--- src/hdl/lsms_pkg.sv ---
// Shared types and constants of the laser scan motion segmenter.
// No dependencies.
`default_nettype none
package lsms_pkg;
   localparam int unsigned MAX_BEAMS = 1024;
   localparam int unsigned IDX_W     = $clog2(MAX_BEAMS);
   localparam int unsigned RANGE_W   = 16;
   localparam int unsigned COORD_W   = 16;
   localparam int unsigned CNT_W     = 11;
   localparam int unsigned LEN_W     = IDX_W + 1;
   localparam int unsigned PCT_W     = 7;
   localparam int unsigned CSR_IDX_W = 3;
   localparam int unsigned DIV_W     = 18;
   localparam int unsigned DIV_CNT_W = 5;
   localparam int unsigned SQ_W      = 32;

   localparam logic [CNT_W-1:0]   DYN_MAX    = '1;
   localparam logic [IDX_W-1:0]   IDX_LAST   = IDX_W'(MAX_BEAMS - 1);
   localparam logic [DIV_CNT_W-1:0] DIV_STEPS = DIV_CNT_W'(DIV_W);
   localparam logic [PCT_W-1:0]   PCT_FULL   = PCT_W'(100);

   typedef enum logic [CSR_IDX_W-1:0] {
      REG_FLOOR, REG_CEILING, REG_MOTION, REG_GAP, REG_LEG_MIN, REG_LEG_MAX, REG_DYN_PCT
   } csr_reg_type;

   typedef enum logic [3:0] {
      ST_IDLE, ST_LOAD, ST_GAP_X, ST_GAP_Y, ST_UPDATE,
      ST_SIZE_X, ST_SIZE_Y, ST_DIV, ST_OUT
   } ctrl_state_type;

   typedef struct packed {
      logic accept;
      logic load;
      logic gap_x;
      logic gap_y;
      logic update;
      logic size_x;
      logic size_y;
      logic div_step;
      logic is_final;
   } dp_cmd_type;

   typedef struct packed {
      logic first;
      logic last;
      logic split;
      logic div_done;
   } dp_status_type;
endpackage
`default_nettype wire

--- src/hdl/lsms_ctrl.sv ---
// Sequencer of the segmenter: walks one beam through load, gap test,
// cluster update and result build. Uses lsms_pkg.
`default_nettype none
module lsms_ctrl (
   input  wire logic                    clock,
   input  wire logic                    reset,
   input  wire logic                    req_valid,
   output logic                         req_ready,
   output logic                         rsp_valid,
   input  wire logic                    rsp_ready,
   input  wire lsms_pkg::dp_status_type status,
   output lsms_pkg::dp_cmd_type         cmd
);
   lsms_pkg::ctrl_state_type state_ff, state_in;
   logic final_ff, final_in;

   always_ff @(posedge clock) begin
      if (reset) begin
         state_ff <= lsms_pkg::ST_IDLE;
         final_ff <= 1'b0;
      end else begin
         state_ff <= state_in;
         final_ff <= final_in;
      end
   end

   always_comb begin
      state_in = state_ff;
      final_in = final_ff;
      unique case (state_ff)
         lsms_pkg::ST_IDLE: if (req_valid) state_in = lsms_pkg::ST_LOAD;
         lsms_pkg::ST_LOAD: state_in = lsms_pkg::ST_GAP_X;
         lsms_pkg::ST_GAP_X: state_in = lsms_pkg::ST_GAP_Y;
         lsms_pkg::ST_GAP_Y: begin
            priority if (status.first) begin
               state_in = lsms_pkg::ST_UPDATE;
            end else if (status.split) begin
               state_in = lsms_pkg::ST_SIZE_X;
               final_in = 1'b0;
            end else begin
               state_in = lsms_pkg::ST_UPDATE;
            end
         end
         lsms_pkg::ST_UPDATE: begin
            final_in = 1'b1;
            state_in = status.last ? lsms_pkg::ST_SIZE_X : lsms_pkg::ST_IDLE;
         end
         lsms_pkg::ST_SIZE_X: state_in = lsms_pkg::ST_SIZE_Y;
         lsms_pkg::ST_SIZE_Y: state_in = lsms_pkg::ST_DIV;
         lsms_pkg::ST_DIV: if (status.div_done) state_in = lsms_pkg::ST_OUT;
         lsms_pkg::ST_OUT: begin
            if (rsp_ready) state_in = final_ff ? lsms_pkg::ST_IDLE : lsms_pkg::ST_UPDATE;
         end
         default: state_in = lsms_pkg::ST_IDLE;
      endcase
   end

   always_comb begin
      req_ready    = (state_ff == lsms_pkg::ST_IDLE);
      rsp_valid    = (state_ff == lsms_pkg::ST_OUT);
      cmd.accept   = (state_ff == lsms_pkg::ST_IDLE) && req_valid;
      cmd.load     = (state_ff == lsms_pkg::ST_LOAD);
      cmd.gap_x    = (state_ff == lsms_pkg::ST_GAP_X);
      cmd.gap_y    = (state_ff == lsms_pkg::ST_GAP_Y);
      cmd.update   = (state_ff == lsms_pkg::ST_UPDATE);
      cmd.size_x   = (state_ff == lsms_pkg::ST_SIZE_X);
      cmd.size_y   = (state_ff == lsms_pkg::ST_SIZE_Y);
      cmd.div_step = (state_ff == lsms_pkg::ST_DIV) && !status.div_done;
      cmd.is_final = final_ff;
   end
endmodule
`default_nettype wire

--- config.mk ---
export PLATFORM = sky130hd
export DESIGN_NAME = lsms_ctrl
export DESIGN_NICKNAME = d
export VERILOG_FILES = /design/src/hdl/lsms_pkg.sv /design/src/hdl/lsms_ctrl.sv
export SDC_FILE = /design/constraint.sdc
export NUM_CORES = 1
export LEC_CHECK = 0
export BUFFER_PORTS_ARGS = -buffer_cell sky130_fd_sc_hd__buf_2
export CORE_AREA = 2 2 39 41
export DETAILED_ROUTE_END_ITERATION = 10
export DIE_AREA = 0 0 41 43
export SLEW_MARGIN = 0
export SYNTH_ARGS = -nofsm -noshare
export SYNTH_HDL_FRONTEND = slang
export SYNTH_SLANG_ARGS = --single-unit
export TNS_END_PERCENT = 20
--- constraint.sdc ---
create_clock -name clock -period 1.2 [get_ports clock]
set_input_delay 0.3 -clock clock [delete_from_list [all_inputs] [get_ports clock]]
set_output_delay 0.3 -clock clock [all_outputs]
set_load 0.1 [all_outputs]
# Word level (Yosys, flattened, before mapping)
# Index checks and enable logic that the tools add are counted.
# Widths: inputs -> output; s select.
[op_classes]
n_eq_ne = 13
muxes = 11
n_reduce_logical = 7
[op_table]
columns = ["operator", "count"]
rows = [
  ["$pmux 4 s9", 1],
  ["$eq 4x3->1 const B", 4],
  ["$mux 4", 3],
  ["$eq 4x2->1 const B", 2],
  ["$ne 2x2->1 const B", 4],
  ["$mux 3", 2],
  ["$reduce_and 3->1", 2],
  ["$eq 4x1->1 const B", 1],
  ["$eq 4x4->1 const B", 1],
  ["$logic_not 4->1", 1],
  ["$mux 1", 4],
  ["$logic_and 1x1->1", 2],
  ["$ne 2x1->1 const B", 1],
  ["$pmux 1 s2", 1],
  ["$reduce_bool 2->1", 1],
  ["$logic_not 1->1", 1],
]
[word_totals]
word_cells = 33
output_inout_bits = 11
register_bits = 5

# Logic depth before layout (Yosys ltp)
# Gate-level depths: netlist of run 1.
[depth]
depth_word = 3
mapped_depth = 4
ltp_nobuf = 3

# Worst setup path after synthesis of run 1
# OpenSTA, ideal clock, no wires.
[synth_timing]
kind = "flip-flop to output port"
startpoint = "reg state_ff[1]"
endpoint = "out cmd[8] (netlist name)"
path_stages_with_launch = 4
slack_ns = -3.597
arrival_ns = 4.497
path_buffers = 1
cell_sequence = "dfxtp_1 buf_2 nor4_1 and2_1"
[synth_rtl]
columns = ["element", "line_no", "rtl"]
rows = [
  ["start, declared", "lsms_ctrl.sv:14", "lsms_pkg::ctrl_state_type state_ff, state_in;"],
  ["start signal, assigned", "lsms_ctrl.sv:19", "state_ff <= lsms_pkg::ST_IDLE;"],
  ["start signal, assigned", "lsms_ctrl.sv:22", "state_ff <= state_in;"],
  ["end, declared", "lsms_ctrl.sv:12", "output lsms_pkg::dp_cmd_type cmd"],
]

==> flow_metrics.env, run 1 <==
export IMPL_violations="negative setup slack"
export IMPL_core_area_um2=1384
export IMPL_stdcell_area_um2=928.4
export IMPL_synth_distinct_cells=31
export IMPL_drt_met1_wl_um=518
export IMPL_power_switching_uw=389.9
export IMPL_swShare_pct=43.10
export IMPL_postRouteAntennaNets=0
export IMPL_dieHeight_um=43
export IMPL_end_kind="output pin"
export IMPL_p_leak_nw=0.3954
export IMPL_r2r_setup_slack_ps=-230
export IMPL_critPathLaunchType="flop"
export IMPL_layout_min_cycle_time_ps=1685
export IMPL_power_frac_seq_pct=22.5
export IMPL_synth_top_area_share_pct=22.86
export IMPL_htreeDepth=1
export IMPL_rows=14
export IMPL_yosys_area_top_type="dfxtp_1"
export IMPL_final_setup_worst_slack_ps=-485.0
export IMPL_share_comb_of_total_power_pct=54.7
export IMPL_synth_ff_type="dfxtp_1"
export IMPL_synthesis_area_um2=437.9
export IMPL_critical_path_required_ps=900
export IMPL_dp_cells=95
export IMPL_layout_cells_non_filler=102
export IMPL_finalMaxSlewViolations=0
export IMPL_first_pass_iters=4
export IMPL_postLayoutCoreUtil_pct=67.09
export IMPL_first_global_vias=487
export IMPL_maxCapViolations=0
export IMPL_drt_initial_drc_count=8
export IMPL_max_clock_path_buffers=2
export IMPL_syn_num_nets=60
export IMPL_ir_drop_mv=0.5830
export IMPL_dr_wl_met2_um=713
export IMPL_fp_dieW_um=41
export IMPL_final_setup_tns_ps=-4767
export IMPL_tightest_slew_ps=390.3
export IMPL_area_growth_pct=112.0
export IMPL_root_buffer="clkbuf_4"
export IMPL_crit_fanout=5
export IMPL_nNetsFinal=95
export IMPL_clock_latency_ps=250
export IMPL_yosysWarnings=0
export IMPL_p_clk_share_pct=22.8
export IMPL_hold_class="input port to flop"
export IMPL_routed_via_density=5.216
export IMPL_clk_pin_slew_ps=50
export IMPL_antenna_found_initial=0
export IMPL_synth_seq_cells=5
export IMPL_route_vias_total=532
export IMPL_path_class="flop to output pin"
export IMPL_grt_pass1_wl_mm=2.090
export IMPL_max_freq_mhz=593.5
export IMPL_hold_buffers=0
export IMPL_drc=0
export IMPL_avgSynthCellArea_um2=8.422
export IMPL_grt_max_degree=12
export IMPL_port_buffers=18
export IMPL_relSlewSlack_pct=73.87
export IMPL_cts_buffers=3
export IMPL_syn_instance_count=52
export IMPL_intPower_uw=514.7
export IMPL_synth_area_leaders="dfxtp_1 (23%), buf_4 (5.1%), buf_6 (5.1%), inv_1 (4.3%), nor4_1 (4.3%)"
export IMPL_run_status="finished, violations left"
export IMPL_ios=19
export IMPL_grt_overflow=0
export IMPL_ys_seq_area_share_pct=22.86
export IMPL_synth_enable_flop_cells=0
export IMPL_start_util_pct=31.65
export IMPL_crit_arrival_ps=1380
export IMPL_async_flop_share_pct=0
export IMPL_drive_gt1_share_pct=69.77
export IMPL_setup_viol=14
export IMPL_num_antenna_cells=0
export IMPL_p_per_area_nw_per_um2=974.3
export IMPL_dieArea_um2=1763
export IMPL_grt_setup_unrepaired="yes"
export IMPL_wl_per_cell_um=12.92
export IMPL_dpl_cell_area_um2=839.6
export IMPL_post_dp_hpwl_um=977.2
export IMPL_grt_usage_pct=17.65
export IMPL_wl_met3_um=86
export IMPL_post_route_period_util_pct=140.4
export IMPL_routed_top_layer="met3"
export IMPL_cts_tree="done"
export IMPL_skew_ps=0.1800
export IMPL_total_power_uw=904.5
export IMPL_gp_congestion=0.7908
export IMPL_drt_wl_total_mm=1.318
export IMPL_clock_sinks=5
export IMPL_final_hold_viol_count=0
-- cells in the final DEF (no fill, tap or decap), drive strengths merged --
master   netlist  layout
buf            6      36
inv            5       5
dfxtp          5       5
nor2           4       4
clkbuf         0       4
nand2b         3       3
nor4           3       3
nand4b         2       2
a2bb2oi        2       2
nor3           2       2
and3           2       2
a21oi          2       2
a221oi         2       2
nor4b          1       1
or2b           1       1
and4bb         1       1
and2           1       1
or4            1       1
a211oi         1       1
nand3b         1       1
or3b           1       1
a32oi          1       1
a31oi          1       1
o21ba          1       1
o21ai          1       1
a2111o         1       1
nand2          1       1
-- synthesized netlist by cell type (all sizes together), types with 2 or more instances --
cell type	number
a2bb2oi	2
nor3	2
inv	5
and3	2
a21oi	2
nor4	3
buf	6
a221oi	2
nor2	4
nand4b	2
nand2b	3
dfxtp	5
-- layout make-up --
class | count | area (um2)
flip-flops and latches | 5 | 112.6
clock buffers | 4 | 26.28
repair buffers | 36 | 406.6
multi-input cells | 36 | 341.6
fillers | 105 | 455.4
inverters | 5 | 21.27
well taps | 16 | 20.02
-- path summary, 6_finish.rpt --
kind	end	startpoint	cells past startpoint
worst max register to register	state_ff[0]	state_ff[2]	4
worst max-delay path	cmd[8]	state_ff[0]	4
worst min register to register	state_ff[1]	state_ff[3]	2
worst min-delay path	state_ff[2]	reset	2
-- registers in the layout (all words and copies together) (netlist names) --
| register | flops |
|---|---|
| final_ff | 1 |
| state_ff | 4 |
-- logic make-up after synthesis --
group	share of synthesized area [%]
AND/OR/NAND/NOR	37.72
buffers and inverters	15.71
flip-flops	22.86
AO/OA/AOI/OAI	23.72
-- power by group through the flow --
stage          combinational, mW  clock, mW  sequential (mW)
2_1_floorplan              0.299          0            0.197
3_3_place_gp               0.455          0            0.208
3_5_place_dp               0.460          0            0.209
4_1_cts                    0.489      0.207            0.204
5_1_grt                    0.514      0.229            0.206
6_report                   0.495      0.207            0.203
-- what timing repair did --
item | 4_1_cts | 5_1_grt
setup endpoints to repair | 14 | 15
pin swaps | 6 | 2
gates resized for setup | 8 | 5
buffers inserted | 3 | 0
-- routing by layer --
layer | vias up | GRT usage (%)
li1 | 267 | -
met1 | 242 | 20.51
met2 | 23 | 28.75
met3 | 0 | 8.377
met4 | 0 | 2.667
met5 | - | 0
-- worst max-delay path, cell delays in order, from the launching register on --
cell	delay, ps
dfxtp_4	360
buf_6	120
nor4_4	300
and2_4	200
buf_12	160
-- through the flow --
step	setup slack [ps]	hold WS (ps)
finish	-485.0	291.3
detailed placement	-255.9	537.0
CTS	-492.9	276.4
floorplan	-1210	358.8
global route	-530.6	272.4
global placement	-235.4	527.1
Note: power is estimated with default switching activity, not from simulation.
==> run 2, diff against run 1 <==
GPL_TIMING_DRIVEN = 0   (was default)
==> flow_metrics.env, run 2 (synthesis gave the netlist of run 1 again) <==
export IMPL_run_status="finished, violations left"
export IMPL_violations="negative setup slack"
export IMPL_regMostFlops="state_ff"
export IMPL_setup_viol=14
export IMPL_cts_tree="done"
export IMPL_skew_ps=4.665
export IMPL_post_dp_hpwl_um=876.9
export IMPL_clock_latency_ps=240
export IMPL_total_power_uw=888.8
export IMPL_root_buffer="clkbuf_4"
export IMPL_area_growth_pct=127.1
export IMPL_drt_wl_total_mm=1.426
export IMPL_layout_min_cycle_time_ps=1677
export IMPL_first_pass_iters=5
export IMPL_grt_pass1_wl_mm=2.221
export IMPL_path_class="flop to output pin"
export IMPL_grt_setup_unrepaired="yes"
export IMPL_drive_gt1_share_pct=76.92
export IMPL_critical_path_required_ps=900
export IMPL_reg_largest_list="state_ff (4), final_ff (1)"
export IMPL_hold_buffers=0
export IMPL_clk_pin_slew_ps=50
export IMPL_antenna_found_initial=0
export IMPL_final_setup_worst_slack_ps=-476.6
export IMPL_maxCapViolations=0
export IMPL_num_antenna_cells=0
export IMPL_final_setup_tns_ps=-4868
export IMPL_dieArea_um2=1763
export IMPL_fp_dieW_um=41
export IMPL_htreeDepth=1
export IMPL_core_area_um2=1384
export IMPL_grt_overflow=0
export IMPL_cts_buffers=3
export IMPL_drt_initial_drc_count=10
export IMPL_rows=14
export IMPL_nNetsFinal=100
export IMPL_postRouteAntennaNets=0
export IMPL_ir_drop_mv=0.9218
export IMPL_max_freq_mhz=596.5
export IMPL_max_clock_path_buffers=2
export IMPL_p_leak_nw=0.4264
export IMPL_clock_sinks=5
export IMPL_tightest_slew_ps=318.4
export IMPL_crit_fanout=6
export IMPL_p_per_area_nw_per_um2=893.5
export IMPL_relSlewSlack_pct=78.68
export IMPL_grt_max_degree=11
export IMPL_final_common_cell="buf_4"
export IMPL_route_vias_total=543
export IMPL_wl_per_cell_um=13.33
export IMPL_pre_cts_slack_ps=-626.0
export IMPL_grt_usage_pct=18.78
export IMPL_layout_common_cells="buf_4 (16), buf_12 (8), buf_6 (7), buf_2 (7), inv_1 (4)"
export IMPL_start_util_pct=31.65
export IMPL_dieHeight_um=43
export IMPL_post_route_period_util_pct=139.7
export IMPL_finalMaxSlewViolations=0
export IMPL_end_kind="output pin"
export IMPL_crit_arrival_ps=1380
export IMPL_hold_class="input port to flop"
export IMPL_drc=0
export IMPL_gp_congestion=0.7698
export IMPL_ios=19
export IMPL_final_hold_viol_count=0
export IMPL_first_global_vias=529
export IMPL_port_buffers=18
export IMPL_critPathLaunchType="flop"
export IMPL_largest_reg_flops=4
export IMPL_routed_via_density=5.075
[run 2: area by class of cell]
class,instances,area [um2]
Buffer,6,75.07
Clock buffer,3,22.52
Clock inverter,1,5.005
Fill cell,102,389.1
Inverter,5,21.27
Multi-Input combinational cell,36,374.1
Sequential cell,5,112.6
Tap cell,16,20.02
Timing Repair Buffer,35,364.1
[run 2: worst max-delay path, cell delays in order (launching register included)]
cell and delay, ps:
dfxtp_4 360, buf_6 130, nor4_4 270, and2_4 200, buf_12 170
[run 2: what timing repair did]
| item | 4_1_cts | 5_1_grt |
|---|---|---|
| resized for setup | 46 | 13 |
| buffers inserted | 11 | 6 |
| pin swaps | 6 | 3 |
| setup endpoints to repair | 14 | 16 |
[run 2: stage by stage]
step	utilization (%)	instance area [um2]	cells	hold slack (ps)
after floorplan	-	499.2	52	358.8
after global placement	44.03	609.3	86	528.6
after detailed placement	44.03	609.3	86	533.0
after CTS	63.65	880.8	101	268.9
after global routing	71.88	994.7	107	293.8
final	71.88	994.7	107	298.5
[run 2: path summary, 6_finish.rpt]
kind / from / endpoint / slack [ps] / cells past startpoint
max: state_ff[1] / cmd[8] / -480 / 4
min: reset / state_ff[2] / 300 / 2
max reg2reg: state_ff[1] / state_ff[0] / -290 / 5
min reg2reg: state_ff[3] / state_ff[1] / 580 / 2
[run 2: per-layer routing]
| layer | vias up | wire (um) | track usage [%] |
|---|---|---|---|
| met2 | 16 | 819 | 33.44 |
| met5 | - | 0 | 0 |
| li1 | 275 | - | - |
| met3 | 0 | 66 | 8.377 |
| met4 | 0 | 0 | 2.000 |
| met1 | 252 | 540 | 19.61 |
[run 2: where the power goes]
part | switching [mW] | total, mW | internal (mW) | leakage (nW)
registers | 0.0156 | 0.193 | 0.178 | 0.0433
logic | 0.301 | 0.504 | 0.203 | 0.365
clock network | 0.0713 | 0.192 | 0.121 | 0.0177
